===== src/botd_pkg.sv =====
`timescale 1ns / 1ps
// ----------------------------------------------------------------------------
// botd_pkg
// Types and constants shared by the BER OID TLV decoder files.
// ----------------------------------------------------------------------------
package botd_pkg;

	localparam logic [7:0] OID_TAG   = 8'h06;
	localparam logic [7:0] SUB_MASK  = 8'h7F;
	localparam logic [7:0] CONT_BIT  = 8'h80;
	localparam logic [7:0] MIN_CAP   = 8'd2;
	localparam logic [2:0] MAX_LEN_BYTES = 3'd4;
	localparam logic [31:0] ARC_DIV  = 32'd40;

	typedef enum logic [1:0] {
		KIND_ARC  = 2'd0,
		KIND_DONE = 2'd1,
		KIND_ERR  = 2'd2
	} kind_t;

	localparam logic [3:0] ERR_NONE     = 4'd0;
	localparam logic [3:0] ERR_NO_DATA  = 4'd1;
	localparam logic [3:0] ERR_HDR_CUT  = 4'd2;
	localparam logic [3:0] ERR_LEN_FORM = 4'd3;
	localparam logic [3:0] ERR_LEN_LONG = 4'd4;
	localparam logic [3:0] ERR_TAG      = 4'd5;
	localparam logic [3:0] ERR_EMPTY    = 4'd6;
	localparam logic [3:0] ERR_CAP      = 4'd7;
	localparam logic [3:0] ERR_TOO_MANY = 4'd8;

	typedef enum logic [3:0] {
		PH_IDLE = 4'b0001,
		PH_LEN0 = 4'b0010,
		PH_LENX = 4'b0100,
		PH_BODY = 4'b1000
	} phase_t;

	typedef struct packed {
		logic [7:0]  byte_req;
		logic        start_req;
		logic [15:0] bytes_left;
		logic        upstream_ok;
	} req_t;

	typedef struct packed {
		kind_t       kind;
		logic [31:0] arc;
		logic [7:0]  arc_position;
		logic [3:0]  error_code;
	} res_t;

	// up to three results caused by one byte
	typedef struct packed {
		logic [1:0]     cnt;
		res_t [2:0]     res;
	} bundle_t;

endpackage


===== src/botd_if.sv =====
`timescale 1ns / 1ps
// ----------------------------------------------------------------------------
// botd_if
// Valid/ready channels for message bytes in and decoded results out.
// ----------------------------------------------------------------------------
interface botd_req_if;
	logic        valid;
	logic        ready;
	logic [7:0]  byte_req;
	logic        start_req;
	logic [15:0] bytes_left;
	logic        upstream_ok;

	modport source (output valid, byte_req, start_req, bytes_left, upstream_ok,
		input ready);
	modport sink (input valid, byte_req, start_req, bytes_left, upstream_ok,
		output ready);
endinterface

interface botd_rsp_if;
	logic               valid;
	logic               ready;
	botd_pkg::kind_t    kind;
	logic [31:0]        arc;
	logic [7:0]         arc_position;
	logic [3:0]         error_code;

	modport source (output valid, kind, arc, arc_position, error_code,
		input ready);
	modport sink (input valid, kind, arc, arc_position, error_code,
		output ready);
endinterface


===== src/botd_parse.sv =====
`timescale 1ns / 1ps
// ----------------------------------------------------------------------------
// botd_parse
// Parser state and per-byte result logic: header, length, subidentifiers.
// ----------------------------------------------------------------------------
module botd_parse (
	input  logic              clk,
	input  logic              arst_n,
	input  logic              step,
	input  botd_pkg::req_t    item,
	input  logic [7:0]        cap,
	output botd_pkg::bundle_t bundle
);

	botd_pkg::phase_t phase_q, phase_d;
	logic [7:0]  tag_q, tag_d;
	logic [2:0]  ltg_q, ltg_d;
	logic [31:0] decl_q, decl_d;
	logic [15:0] bufr_q, bufr_d;
	logic [31:0] acc_q, acc_d;
	logic [7:0]  total_q, total_d;
	logic        first_q, first_d;

	logic [31:0] acc_n;
	logic [6:0]  lcnt;
	logic [1:0]  a0;
	logic [31:0] a0_sub;
	logic        failed;

	function automatic botd_pkg::res_t mk_res(botd_pkg::kind_t k, logic [31:0] v,
		logic [7:0] p, logic [3:0] e);
		botd_pkg::res_t r;
		r.kind         = k;
		r.arc          = v;
		r.arc_position = p;
		r.error_code   = e;
		return r;
	endfunction

	function automatic logic [3:0] hdr_check(logic [31:0] d, logic [15:0] b,
		logic [7:0] t, logic [7:0] c);
		logic [3:0] e;
		e = botd_pkg::ERR_NONE;
		if (d > {16'd0, b}) e = botd_pkg::ERR_LEN_LONG;
		else if (t != botd_pkg::OID_TAG) e = botd_pkg::ERR_TAG;
		else if (d == 32'd0) e = botd_pkg::ERR_EMPTY;
		else if (c < botd_pkg::MIN_CAP) e = botd_pkg::ERR_CAP;
		return e;
	endfunction

	assign acc_n = {acc_q[24:0], item.byte_req[6:0] & botd_pkg::SUB_MASK[6:0]};
	assign lcnt  = item.byte_req[6:0];

	// first subidentifier split: arc0 = min(v / 40, 2)
	always_comb begin
		if (acc_n >= (botd_pkg::ARC_DIV << 1)) begin
			a0     = 2'd2;
			a0_sub = botd_pkg::ARC_DIV << 1;
		end else if (acc_n >= botd_pkg::ARC_DIV) begin
			a0     = 2'd1;
			a0_sub = botd_pkg::ARC_DIV;
		end else begin
			a0     = 2'd0;
			a0_sub = 32'd0;
		end
	end

	always_comb begin
		logic [3:0] e;
		e       = botd_pkg::ERR_NONE;
		phase_d = phase_q;
		tag_d   = tag_q;
		ltg_d   = ltg_q;
		decl_d  = decl_q;
		bufr_d  = bufr_q;
		acc_d   = acc_q;
		total_d = total_q;
		first_d = first_q;
		failed  = 1'b0;
		bundle  = '0;

		if (item.start_req) begin
			phase_d = botd_pkg::PH_IDLE;
			if (!item.upstream_ok || item.bytes_left == 16'd0) begin
				bundle.cnt    = 2'd1;
				bundle.res[0] = mk_res(botd_pkg::KIND_ERR, 32'd0, 8'd0,
					botd_pkg::ERR_NO_DATA);
			end else begin
				tag_d  = item.byte_req;
				bufr_d = item.bytes_left - 16'd1;
				if (bufr_d == 16'd0) begin
					bundle.cnt    = 2'd1;
					bundle.res[0] = mk_res(botd_pkg::KIND_ERR, 32'd0, 8'd0,
						botd_pkg::ERR_HDR_CUT);
				end else begin
					ltg_d   = 3'd0;
					decl_d  = 32'd0;
					acc_d   = 32'd0;
					total_d = 8'd0;
					first_d = 1'b0;
					phase_d = botd_pkg::PH_LEN0;
				end
			end
		end else begin
			case (phase_q)
				botd_pkg::PH_LEN0: begin
					bufr_d = bufr_q - 16'd1;
					if ((item.byte_req & botd_pkg::CONT_BIT) == 8'd0) begin
						decl_d = {24'd0, item.byte_req};
						e = hdr_check(decl_d, bufr_d, tag_q, cap);
						phase_d = (e == botd_pkg::ERR_NONE) ? botd_pkg::PH_BODY
							: botd_pkg::PH_IDLE;
					end else if (lcnt == 7'd0 || lcnt > {4'd0, botd_pkg::MAX_LEN_BYTES}) begin
						e = botd_pkg::ERR_LEN_FORM;
						phase_d = botd_pkg::PH_IDLE;
					end else if ({9'd0, lcnt} > bufr_d) begin
						e = botd_pkg::ERR_HDR_CUT;
						phase_d = botd_pkg::PH_IDLE;
					end else begin
						ltg_d   = lcnt[2:0];
						decl_d  = 32'd0;
						phase_d = botd_pkg::PH_LENX;
					end
				end
				botd_pkg::PH_LENX: begin
					decl_d = {decl_q[23:0], item.byte_req};
					bufr_d = bufr_q - 16'd1;
					ltg_d  = ltg_q - 3'd1;
					if (ltg_d == 3'd0) begin
						e = hdr_check(decl_d, bufr_d, tag_q, cap);
						phase_d = (e == botd_pkg::ERR_NONE) ? botd_pkg::PH_BODY
							: botd_pkg::PH_IDLE;
					end
				end
				botd_pkg::PH_BODY: begin
					bufr_d = bufr_q - 16'd1;
					decl_d = decl_q - 32'd1;
					acc_d  = acc_n;
					if ((item.byte_req & botd_pkg::CONT_BIT) == 8'd0) begin
						acc_d = 32'd0;
						if (!first_q) begin
							bundle.res[0] = mk_res(botd_pkg::KIND_ARC, {30'd0, a0},
								8'd0, botd_pkg::ERR_NONE);
							bundle.res[1] = mk_res(botd_pkg::KIND_ARC, acc_n - a0_sub,
								8'd1, botd_pkg::ERR_NONE);
							bundle.cnt = 2'd2;
							total_d = 8'd2;
							first_d = 1'b1;
						end else if (total_q >= cap) begin
							failed  = 1'b1;
							e       = botd_pkg::ERR_TOO_MANY;
							phase_d = botd_pkg::PH_IDLE;
						end else begin
							bundle.res[0] = mk_res(botd_pkg::KIND_ARC, acc_n, total_q,
								botd_pkg::ERR_NONE);
							bundle.cnt = 2'd1;
							total_d = total_q + 8'd1;
						end
					end
					if (!failed && decl_d == 32'd0) begin
						bundle.res[bundle.cnt] = mk_res(botd_pkg::KIND_DONE, 32'd0,
							total_d, botd_pkg::ERR_NONE);
						bundle.cnt = bundle.cnt + 2'd1;
						phase_d = botd_pkg::PH_IDLE;
					end
				end
				default: begin
					phase_d = botd_pkg::PH_IDLE;
				end
			endcase
			if (e != botd_pkg::ERR_NONE) begin
				bundle.cnt    = 2'd1;
				bundle.res[0] = mk_res(botd_pkg::KIND_ERR, 32'd0, 8'd0, e);
			end
		end
	end

	always_ff @(posedge clk or negedge arst_n) begin
		if (!arst_n) begin
			phase_q <= botd_pkg::PH_IDLE;
			tag_q   <= 8'd0;
			ltg_q   <= 3'd0;
			decl_q  <= 32'd0;
			bufr_q  <= 16'd0;
			acc_q   <= 32'd0;
			total_q <= 8'd0;
			first_q <= 1'b0;
		end else if (step) begin
			phase_q <= phase_d;
			tag_q   <= tag_d;
			ltg_q   <= ltg_d;
			decl_q  <= decl_d;
			bufr_q  <= bufr_d;
			acc_q   <= acc_d;
			total_q <= total_d;
			first_q <= first_d;
		end
	end

	ap_idle_silent: assert property (@(posedge clk) disable iff (!arst_n)
		step && !item.start_req && phase_q == botd_pkg::PH_IDLE |-> bundle.cnt == 2'd0)
		else $error("byte outside a message produced a result");

	ap_body_to_idle: assert property (@(posedge clk) disable iff (!arst_n)
		step && bundle.cnt != 2'd0 && phase_d != botd_pkg::PH_IDLE
		|-> phase_q == botd_pkg::PH_BODY && bundle.res[0].kind == botd_pkg::KIND_ARC)
		else $error("result left the parser outside the idle state");

endmodule


===== src/botd_emit.sv =====
`timescale 1ns / 1ps
// ----------------------------------------------------------------------------
// botd_emit
// Result register: holds one byte's results and hands them out in order.
// ----------------------------------------------------------------------------
module botd_emit (
	input  logic              clk,
	input  logic              arst_n,
	input  logic              load,
	input  botd_pkg::bundle_t bundle,
	output logic              free,
	botd_rsp_if.source        rsp
);

	botd_pkg::bundle_t bundle_s2;
	logic              valid_q;
	logic [1:0]        idx_q;
	logic              xfer;
	logic              last;
	botd_pkg::res_t    cur;

	assign xfer = rsp.valid && rsp.ready;
	assign last = (idx_q == bundle_s2.cnt - 2'd1);
	assign free = !valid_q || (xfer && last);
	assign cur  = bundle_s2.res[idx_q];

	assign rsp.valid        = valid_q;
	assign rsp.kind         = cur.kind;
	assign rsp.arc          = cur.arc;
	assign rsp.arc_position = cur.arc_position;
	assign rsp.error_code   = cur.error_code;

	always_ff @(posedge clk or negedge arst_n) begin
		if (!arst_n) begin
			valid_q <= 1'b0;
			idx_q   <= 2'd0;
		end else if (load) begin
			valid_q <= 1'b1;
			idx_q   <= 2'd0;
		end else if (xfer && last) begin
			valid_q <= 1'b0;
			idx_q   <= 2'd0;
		end else if (xfer) begin
			idx_q <= idx_q + 2'd1;
		end
	end

	always_ff @(posedge clk) begin
		if (load) begin
			bundle_s2 <= bundle;
		end
	end

	ap_idx_range: assert property (@(posedge clk) disable iff (!arst_n)
		valid_q |-> idx_q < bundle_s2.cnt)
		else $error("result index beyond the held results");

	ap_hold: assert property (@(posedge clk) disable iff (!arst_n)
		valid_q && !rsp.ready |=> valid_q && $stable(idx_q))
		else $error("stalled result moved");

endmodule


===== src/ber_oid_tlv_decoder.sv =====
`timescale 1ns / 1ps
// ----------------------------------------------------------------------------
// ber_oid_tlv_decoder
// ASN.1 BER OBJECT IDENTIFIER decoder, one message byte per transfer.
//
//   channel  dir  handshake     payload
//   req      in   valid/ready   byte_req, start_req, bytes_left, upstream_ok
//   rsp      out  valid/ready   kind, arc, arc_position, error_code
//   cfg      in   cfg_we        cfg_wdata -> max_arcs
//
// A byte is taken into an input register, parsed from there and its results
// (none to three) land in the result register. One byte per cycle while each
// byte yields at most one result and rsp is ready; a byte with more results
// holds the result register until all are out. A stalled rsp holds the parser
// and input register if the held byte has results; req.ready drops only when
// both are occupied. Reset clears all parser state, sets max_arcs to MAX_ARCS.
// ----------------------------------------------------------------------------
module ber_oid_tlv_decoder #(
	parameter int MAX_ARCS = 128
) (
	input  logic       clk,
	input  logic       arst_n,
	botd_req_if.sink   req,
	botd_rsp_if.source rsp,
	input  logic       cfg_we,
	input  logic [7:0] cfg_wdata
);

	logic [7:0]        max_arcs_q;
	logic [7:0]        cap;
	botd_pkg::req_t    item_s1;
	logic              valid_s1;
	logic              consume;
	logic              free;
	botd_pkg::bundle_t bundle;

	assign cap = (max_arcs_q < MAX_ARCS[7:0]) ? max_arcs_q : MAX_ARCS[7:0];

	assign consume   = valid_s1 && (bundle.cnt == 2'd0 || free);
	assign req.ready = !valid_s1 || consume;

	always_ff @(posedge clk or negedge arst_n) begin
		if (!arst_n) begin
			max_arcs_q <= MAX_ARCS[7:0];
		end else if (cfg_we) begin
			max_arcs_q <= cfg_wdata;
		end
	end

	always_ff @(posedge clk or negedge arst_n) begin
		if (!arst_n) begin
			valid_s1 <= 1'b0;
		end else if (req.ready) begin
			valid_s1 <= req.valid;
		end
	end

	always_ff @(posedge clk) begin
		if (req.valid && req.ready) begin
			item_s1.byte_req    <= req.byte_req;
			item_s1.start_req   <= req.start_req;
			item_s1.bytes_left  <= req.bytes_left;
			item_s1.upstream_ok <= req.upstream_ok;
		end
	end

	botd_parse u_parse (
		.clk    (clk),
		.arst_n (arst_n),
		.step   (consume),
		.item   (item_s1),
		.cap    (cap),
		.bundle (bundle)
	);

	botd_emit u_emit (
		.clk    (clk),
		.arst_n (arst_n),
		.load   (consume && bundle.cnt != 2'd0),
		.bundle (bundle),
		.free   (free),
		.rsp    (rsp)
	);

	ap_s1_hold: assert property (@(posedge clk) disable iff (!arst_n)
		valid_s1 && !consume |=> valid_s1 && $stable(item_s1))
		else $error("pending input byte lost");

endmodule


===== src/flat_wrapper.sv =====
// flat-port wrapper written by rule: the top's interface ports become plain ports
module ber_oid_tlv_decoder_flat 
#(
	parameter int MAX_ARCS = 128
)
  (clk, arst_n, cfg_we, cfg_wdata, req_valid, req_byte_req, req_start_req, req_bytes_left, req_upstream_ok, req_ready, rsp_valid, rsp_kind, rsp_arc, rsp_arc_position, rsp_error_code, rsp_ready);
  botd_req_if req_i ();
  botd_rsp_if rsp_i ();
  input  logic clk;
  input  logic arst_n;
  input  logic cfg_we;
  input  logic [7:0] cfg_wdata;
  input wire logic [$bits(req_i.valid)-1:0] req_valid;
  input wire logic [$bits(req_i.byte_req)-1:0] req_byte_req;
  input wire logic [$bits(req_i.start_req)-1:0] req_start_req;
  input wire logic [$bits(req_i.bytes_left)-1:0] req_bytes_left;
  input wire logic [$bits(req_i.upstream_ok)-1:0] req_upstream_ok;
  output wire logic [$bits(req_i.ready)-1:0] req_ready;
  output wire logic [$bits(rsp_i.valid)-1:0] rsp_valid;
  output wire logic [$bits(rsp_i.kind)-1:0] rsp_kind;
  output wire logic [$bits(rsp_i.arc)-1:0] rsp_arc;
  output wire logic [$bits(rsp_i.arc_position)-1:0] rsp_arc_position;
  output wire logic [$bits(rsp_i.error_code)-1:0] rsp_error_code;
  input wire logic [$bits(rsp_i.ready)-1:0] rsp_ready;
  assign req_i.valid = req_valid;
  assign req_i.byte_req = req_byte_req;
  assign req_i.start_req = req_start_req;
  assign req_i.bytes_left = req_bytes_left;
  assign req_i.upstream_ok = req_upstream_ok;
  assign req_ready = req_i.ready;
  assign rsp_valid = rsp_i.valid;
  assign rsp_kind = rsp_i.kind;
  assign rsp_arc = rsp_i.arc;
  assign rsp_arc_position = rsp_i.arc_position;
  assign rsp_error_code = rsp_i.error_code;
  assign rsp_i.ready = rsp_ready;
  ber_oid_tlv_decoder #(.MAX_ARCS(MAX_ARCS)) u_core (.clk(clk), .arst_n(arst_n), .req(req_i), .rsp(rsp_i), .cfg_we(cfg_we), .cfg_wdata(cfg_wdata));
endmodule

===== config.mk =====
export PLATFORM = sky130hd
export DESIGN_NAME = ber_oid_tlv_decoder_flat
export DESIGN_NICKNAME = d
export VERILOG_FILES = /design/src/botd_pkg.sv /design/src/botd_if.sv /design/src/botd_parse.sv /design/src/botd_emit.sv /design/src/ber_oid_tlv_decoder.sv /design/src/flat_wrapper.sv
export SDC_FILE = /design/constraint.sdc
export NUM_CORES = 1
export LEC_CHECK = 0
export ABC_AREA = 1
export ABC_CLOCK_PERIOD_IN_PS = 5220
export BUFFER_PORTS_ARGS = -buffer_cell sky130_fd_sc_hd__buf_2
export CAP_MARGIN = 20
export CORE_MARGIN = 1.5
export CORE_UTILIZATION = 44
export CTS_CLUSTER_DIAMETER = 30
export DETAILED_ROUTE_END_ITERATION = 7
export PLACE_DENSITY = 0.69
export SLEW_MARGIN = 40
export SYNTH_ARGS = -nofsm -noshare
export SYNTH_HDL_FRONTEND = slang
export SYNTH_SLANG_ARGS = --single-unit

===== constraint.sdc =====
create_clock -name clk -period 5.22 [get_ports clk]
set_clock_uncertainty 0.1 [all_clocks]
set_input_delay 1.044 -clock clk [delete_from_list [all_inputs] [get_ports clk]]
set_output_delay 1.044 -clock clk [all_outputs]
set_load 0.01 [all_outputs]

==> out/results.ini, run 1 <==
[clock_network]
cts-root-buf = clkbuf_16
clkTransAtPathRegs_ns = 0.05
postCtsHoldBufs = 0
clock_sinks = 233
cts_buffer_depth = 3
cts_tree = done
insertion_delay_ns = 0.55
cts_buffers = 50
htree_num_levels = 2

[setup_path]
path_buf_inv = 1
crit_arrival_ns = 3.79
crit_fanout = 4
worstSetupPathType = reg -> out
cp_slowest_cell = dfrtp_1
cp.required_ns = 4.08
start_kind = register
crit-reg2reg-launch = u_core.item_s1[22]
ff2ff_path_depth = 23
max_stage_delay_ns = 0.42
path_cells = nor2_1 > nand2_1 > nor2_2 > nand2_1 > xor2_2 > ha_1 > nand2_1 > nor4_4 > nand2_1 > a21boi_2 > nand3_1 > nand2_1 > nand2_1 > nor2_1 > nand3_1 > nand2_2 > nand3_4 > nand3_2 > buf_2
crit_family = simple AND/OR/NAND/NOR gates
crit_top_cell = nand2_1
r2r_slack_ns = 0.58
r2r-end = u_core.u_emit.bundle_s2[88]
endpoint_kind = output pin

[power_and_ir_drop]
p_seq_share_pct = 27.2
swShare_pct = 40.8
p_int_uw = 5550
power_density_nw_per_um2 = 560
ir_drop_mv = 0.269
power_switching_uw = 3830
clkPwrFrac_pct = 33.6
p_leak_uw = 0.00761
p_comb_share_pct = 39.2

[drt]
ant_nets = 0
vias_per_cell = 5.47
routed_wirelength_mm = 38.7
detail_route.first_pass.iterations = 6
wl_per_cell_um = 16.6
dr.first_iter.drc_count = 1014
vias = 12800
drc = 0

[floorplan]
io_pins = 87
die_w_um = 182
rows = 65
core_area_um2 = 31600
dieArea_um2 = 33100
initial_core_util_pct = 44.7
fp.dieH_um = 182

[sta]
maxSlewHeadroom_pct = 49.6
slew_violations = 0
post-route-period-util_pct = 94.5
rsz0062_at_grt = false
post-route-min-period_ns = 4.93
tns_ns = 0
hold_viol_final = 0
fmax_ghz = 0.203
worstMarginPinSlew_ns = 0.755
setup_viol_count_final = 0

[run_status]
status = finished, final reports clean

[placement]
gp_congestion = 0.931
dp_hpwl_mm = 27.6
portBuffers = 86

[finish]
drive_gt1_share_pct = 13.4
fillCellCount = 2975
fin_nets = 1976
utilization_pct = 53.0
syn_to_final_growth_pct = 18.8
num_antenna_cells = 0

[grt]
grt_pass1_vias = 12400
grt-ovfl-total = 0
grt_antenna_before_repair = 0
grt_max_degree = 62
grt_pass1_wl_mm = 63.7
gr-usage-all-layers_pct = 23.8

[synthesis]
yosysWarnings = 0
synth_area_leaders = edfxtp_1 26%, dfrtp_1 19%, nand2_1 12%
synth_edf_count = 124
syn_area_per_cell_um2 = 7.89
ys.flop_type = edfxtp_1
seq_area_frac_synth_pct = 45.8
synth_top_cell_area_share_pct = 26.4
synthCells = 1786
synth.distinct_cells = 60
synth_top_area_cell = edfxtp_1
ys_ff_latch = 233
syn-cell-area_um2 = 14100
synth-async-reset-ratio_pct = 46.8

[flow_run]
max-cap-violations = 0

[hold_path]
hold_path_class = in -> async

timing repair:
action / CTS / global route
gates cloned: 0 / 0
resized for setup: 1 / 9
pin swaps: 0 / 2
endpoints found under the setup margin: 1 / 1
setup buffers: 0 / 2
state kept, by name, indices dropped and copies added (netlist names):
register,flops
u_core.u_emit.rsp.valid,1
u_core.u_parse.acc_q,25
u_core.u_emit.bundle_s2,98
u_core.u_parse.bufr_q,16
u_core.u_parse.ltg_q,3
u_core.u_parse.total_q,8
u_core.u_parse.decl_q,32
u_core.valid_s1,1
u_core.u_emit.idx_q,2
u_core.u_parse.first_q,1
u_core.item_s1,26
u_core.u_parse.tag_q,8
u_core.u_parse.phase_q,4
u_core.max_arcs_q,8
layout make-up:
type / count / area, um2 / area share, %
well taps: 402 / 503 / 3.01
multi-input cells: 1318 / 6720 / 40.2
repair buffers: 115 / 667 / 3.98
inverters: 180 / 679 / 4.06
flip-flops and latches: 233 / 6450 / 38.6
clock inverters: 32 / 363 / 2.17
clock buffers: 60 / 1350 / 8.07
stage by stage:
| step | cells | cell area, um2 | setup WS (ns) | power, uW | hold slack (ns) |
|---|---|---|---|---|---|
| final | 2340 | 16700 | 0.286 | 9370 | 0.245 |
| after detailed placement | 2246 | 15000 | 0.559 | 6140 | 0.358 |
| after global placement | 2246 | 15000 | 0.693 | 6100 | 0.357 |
| after global routing | 2340 | 16700 | 0.0182 | 10000 | 0.239 |
| after CTS | 2338 | 16700 | 0.0366 | 9350 | 0.233 |
| after floorplan | 1792 | 14100 | 0.330 | 5140 | 0.342 |
power groups by stage:
stage	sequential, uW	clock (uW)	combinational [uW]
CTS	2540	3190	3610
global placement	2560	0	3540
floorplan	2480	0	2650
detailed placement	2570	0	3580
finish	2550	3150	3680
global route	2580	3290	4130
cell usage in the layout, fill, tap and decap left out, drive strengths merged, types with 21 or more instances in the layout:
| cell | instances |
|---|---|
| a21oi | 61 |
| a22o | 32 |
| buf | 115 |
| clkbuf | 60 |
| dfrtp | 107 |
| edfxtp | 124 |
| ha | 38 |
| inv | 176 |
| nand2 | 453 |
| nand3 | 122 |
| nand4 | 68 |
| nor2 | 298 |
| nor3 | 21 |
| o21ai | 77 |
| o22ai | 28 |
| xor2 | 36 |
worst max-delay path by stage:
stage                                   startpoint                         end  slack [ns]  cells past startpoint
after CTS                 u_core.u_parse.bufr_q[0]                   req_ready        0.04                     21
after detailed placement  u_core.u_parse.bufr_q[0]                   req_ready        0.56                     21
after floorplan           u_core.u_parse.bufr_q[0]  u_core.u_emit.bundle_s2[0]        0.33                     21
after global routing      u_core.u_parse.bufr_q[2]                   req_ready        0.02                     19
after global placement    u_core.u_parse.bufr_q[0]                   req_ready        0.69                     21
final                     u_core.u_parse.bufr_q[2]                   req_ready        0.29                     19
cell families (layout without fill, tap and decap cells):
group                      count (synthesis)  after routing  share of synthesized area [%]
and+or+nand+nor                          989            989                           30.1
buffers and inverters                    241            387                           7.01
DFF                                      233            233                           45.8
AOI/OAI and AO/OA                        229            229                           9.95
xor gates and xnor gates                  46             46                           3.02
adders and majority gates                 39             39                           3.52
muxes                                      8              8                          0.621
other                                      1              7                         0.0266
cells in the mapped netlist (3+ instances only):
library cell,instances
clkbuf_1,41
nand2_2,5
nor4_1,14
nand2_1,448
ha_1,38
dfrtp_1,107
mux2_2,6
xor2_2,3
a211oi_1,3
nor2_2,14
a31oi_1,3
o21a_1,4
xor2_1,33
nand3_1,120
nand4_1,68
buf_1,3
clkinv_1,7
o22ai_1,28
nor2_4,3
a22o_1,32
o21ai_0,61
o21ai_1,16
nand3b_1,3
a21oi_1,59
nor3_1,19
nor2_1,281
xnor2_1,10
buf_6,10
buf_2,7
o211ai_1,3
a22oi_1,5
inv_1,166
edfxtp_1,124
inv_2,7
metal layers:
layer | vias to the layer above | global-route usage, % | share of wire (%)
li1 | 6240 | - | -
met4 | 0 | 9.79 | 3.3
met1 | 5974 | 32.3 | 45
met5 | - | 0 | 0
met2 | 495 | 37.5 | 45
met3 | 101 | 4.29 | 6.5
No activity file was read; power rests on OpenSTA's default activity.
==> run 2, diff against run 1 <==
Settings changed: CORE_ASPECT_RATIO set to 1.4.
==> run 2 against run 1 <==
Worst hold slack improved by 0.12 ns; via count fell by 0.84%; clock power fell by 17%; critical path depth rose by 2; non-clock buffer count fell by 1; first-iteration DRC count fell by 17%; sequential power barely moved; die area barely moved; design area fell by 2.0%; sequential share of layout area rose by 0.78 points; sequential cell count did not move.
==> out/results.ini, run 2 (synthesized netlist as in run 1, its figures left out) <==
[floorplan]
initial_core_util_pct = 44.6  ; was 44.7%
core_area_um2 = 31600  ; about the same
dieArea_um2 = 33100  ; about the same
die_w_um = 154  ; was 182 um
rows = 77  ; was 65
fp.dieH_um = 215  ; was 182 um
io_pins = 87  ; unchanged

[drt]
detail_route.first_pass.iterations = 7  ; was 6
wl_per_cell_um = 16.8  ; was 16.6 um
routed_wirelength_mm = 39.0  ; was 38.7 mm
ant_nets = 0  ; unchanged
dr.first_iter.drc_count = 840  ; was 1014
drc = 0  ; unchanged
vias = 12700  ; was 12800
vias_per_cell = 5.48  ; was 5.47

[sta]
slew_violations = 0  ; unchanged
worstMarginPinSlew_ns = 0.769  ; was 0.755 ns
fmax_ghz = 0.204  ; was 0.203 GHz
setup_viol_count_final = 0  ; unchanged
post-route-period-util_pct = 93.9  ; was 94.5%
maxSlewHeadroom_pct = 48.6  ; was 49.6%
hold_viol_final = 0  ; unchanged
post-route-min-period_ns = 4.90  ; was 4.93 ns
holdWs_ns = 0.360  ; was 0.245 ns

[grt]
grt-ovfl-total = 0  ; unchanged
grt_max_degree = 53  ; was 62
grt_antenna_before_repair = 0  ; unchanged
gr-usage-all-layers_pct = 24.0  ; was 23.8%
grt_pass1_vias = 12800  ; was 12400
grt_pass1_wl_mm = 63.6  ; was 63.7 mm

[setup_path]
crit_top_cell = nand2_1  ; unchanged
r2r-end = u_core.u_emit.bundle_s2[88]  ; unchanged
ff2ff_path_depth = 23  ; unchanged
cp-startpoint = u_core.u_parse.bufr_q[0]  ; was u_core.u_parse.bufr_q[2]
max_stage_delay_ns = 0.41  ; was 0.42 ns
path_cells = inv_2 > ha_4 > nand4_1 > nor2_2 > nand2_1 > o21ai_2 > inv_1 > ha_1 > nand2_1 > nor4_4 > nand2_1 > a21boi_2 > nand3_1 > nand2_1 > nand2_1 > nor2_1 > nand3_1 > nand2_2 > nand3_4 > nand3_2 > buf_2  ; was nor2_1 > nand2_1 > nor2_2 > nand2_1 > xor2_2 > ha_1 > nand2_1 > nor4_4 > nand2_1 > a21boi_2 > nand3_1 > nand2_1 > nand2_1 > nor2_1 > nand3_1 > nand2_2 > nand3_4 > nand3_2 > buf_2
crit_arrival_ns = 3.76  ; was 3.79 ns
start_kind = register  ; unchanged
crit_fanout = 4  ; unchanged
r2r_slack_ns = 0.64  ; was 0.58 ns
crit-reg2reg-launch = u_core.item_s1[22]  ; unchanged
endpoint_kind = output pin  ; unchanged
cp.required_ns = 4.08  ; about the same
cp_slowest_cell = dfrtp_1  ; unchanged
worstSetupPathType = reg -> out  ; unchanged

[power_and_ir_drop]
p_int_uw = 5080  ; was 5550 uW
p_comb_share_pct = 41.9  ; was 39.2%
p_seq_share_pct = 28.7  ; was 27.2%
p_leak_uw = 0.00746  ; was 0.00761 uW
clkPwrFrac_pct = 29.4  ; was 33.6%
power_switching_uw = 3800  ; was 3830 uW
power_density_nw_per_um2 = 541  ; was 560 nW/um2
ir_drop_mv = 0.258  ; was 0.269 mV
swShare_pct = 42.8  ; was 40.8%

[clock_network]
cts_buffer_depth = 3  ; unchanged
clkTransAtPathRegs_ns = 0.06  ; was 0.05 ns
cts-root-buf = clkbuf_16  ; unchanged
cts_buffers = 41  ; was 50
postCtsHoldBufs = 0  ; unchanged
clock_sinks = 233  ; unchanged
htree_num_levels = 2  ; unchanged
cts_tree = done  ; unchanged
insertion_delay_ns = 0.55  ; about the same

[hold_path]
hold_path_class = in -> async  ; unchanged

[flow_run]
max-cap-violations = 0  ; unchanged

[finish]
largest_reg_flops = 98  ; unchanged
fin_area_um2 = 16400  ; was 16700 um2
top_register = u_core.u_emit.bundle_s2  ; unchanged
drive_gt1_share_pct = 13.0  ; was 13.4%
num_antenna_cells = 0  ; unchanged
final_cell_mix = 447 x nand2_1, 277 x nor2_1, 163 x inv_1  ; was 448 x nand2_1, 278 x nor2_1, 163 x inv_1
largestRegisters = u_core.u_emit.bundle_s2: 98 flops, u_core.u_parse.decl_q: 32 flops, u_core.item_s1: 26 flops  ; unchanged
fin_nets = 1966  ; was 1976
layout_commonest_cell = nand2_1  ; unchanged
syn_to_final_growth_pct = 16.4  ; was 18.8%

[placement]
gp_congestion = 0.963  ; was 0.931
portBuffers = 86  ; unchanged
placed_area_um2 = 15000  ; about the same
dp_hpwl_mm = 28.0  ; was 27.6 mm

[run_status]
status = finished, final reports clean  ; unchanged

[run 2: cell types whose count changed in the layout (fill, tap and decap cells not counted), sizes merged]
cell | before | now
bufinv | 5 | 2
buf | 115 | 114
clkinvlp | 11 | 6
clkbuf | 60 | 47
clkinv | 20 | 17
inv | 176 | 184
[run 2: worst max-delay path by stage]
stage	end
after floorplan	u_core.u_emit.bundle_s2[0]
after global placement	req_ready
after detailed placement	req_ready
after CTS	req_ready
after global routing	req_ready
final	req_ready
[run 2: timing repair]
| action | in CTS | in global routing |
|---|---|---|
| setup buffers | 0 | 2 |
| resized for setup | 0 | 12 |
| setup endpoints to repair | 0 | 1 |
[run 2: per-stage QoR]
stage / std cells / power [uW] / util, % / setup WS [ns] / setup TNS (ns)
after floorplan: 1792 / 5140 / - / 0.330 / 0
after global placement: 2238 / 6120 / 47.4 / 0.738 / 0
after detailed placement: 2238 / 6180 / 47.4 / 0.664 / 0
after CTS: 2314 / 8830 / 51.7 / 0.0786 / 0
after global routing: 2316 / 9480 / 51.9 / -0.0184 / -0.0184
final: 2316 / 8880 / 51.9 / 0.317 / 0
[run 2: layout make-up]
| type | count | area, um2 |
|---|---|---|
| well taps | 395 | 494 |
| flip-flops and latches | 233 | 6450 |
| fillers | 3013 | 15200 |
| repair buffers | 114 | 681 |
| clock inverters | 29 | 295 |
| inverters | 180 | 679 |
| clock buffers | 47 | 1070 |
| multi-input cells | 1318 | 6730 |
[run 2: layer usage]
| layer | global-route usage [%] | vias up | wire length [um] |
|---|---|---|---|
| met5 | 0 | - | 0 |
| met4 | 13.6 | 0 | 2040 |
| met1 | 27.1 | 5929 | 14700 |
| met2 | 43.1 | 427 | 19900 |
| met3 | 3.55 | 125 | 2270 |
| li1 | - | 6221 | - |
[run 2: critical path: cells and delay by family (launching register included)]
| family | cells | cell delay (ns) |
|---|---|---|
| AOI/OAI and AO/OA | 2 | 0.35 |
| adders and majority gates | 2 | 0.43 |
| buffers and inverters | 3 | 0.34 |
| DFF | 1 | 0.41 |
| and+or+nand+nor | 14 | 1.71 |
[run 2: power groups by stage]
| stage | sequential (uW) | combinational (uW) | clock, uW |
|---|---|---|---|
| after floorplan | 2480 | 2650 | 0 |
| after global placement | 2560 | 3560 | 0 |
| after detailed placement | 2570 | 3610 | 0 |
| after CTS | 2540 | 3640 | 2650 |
| after global routing | 2580 | 4170 | 2730 |
| final | 2550 | 3720 | 2610 |
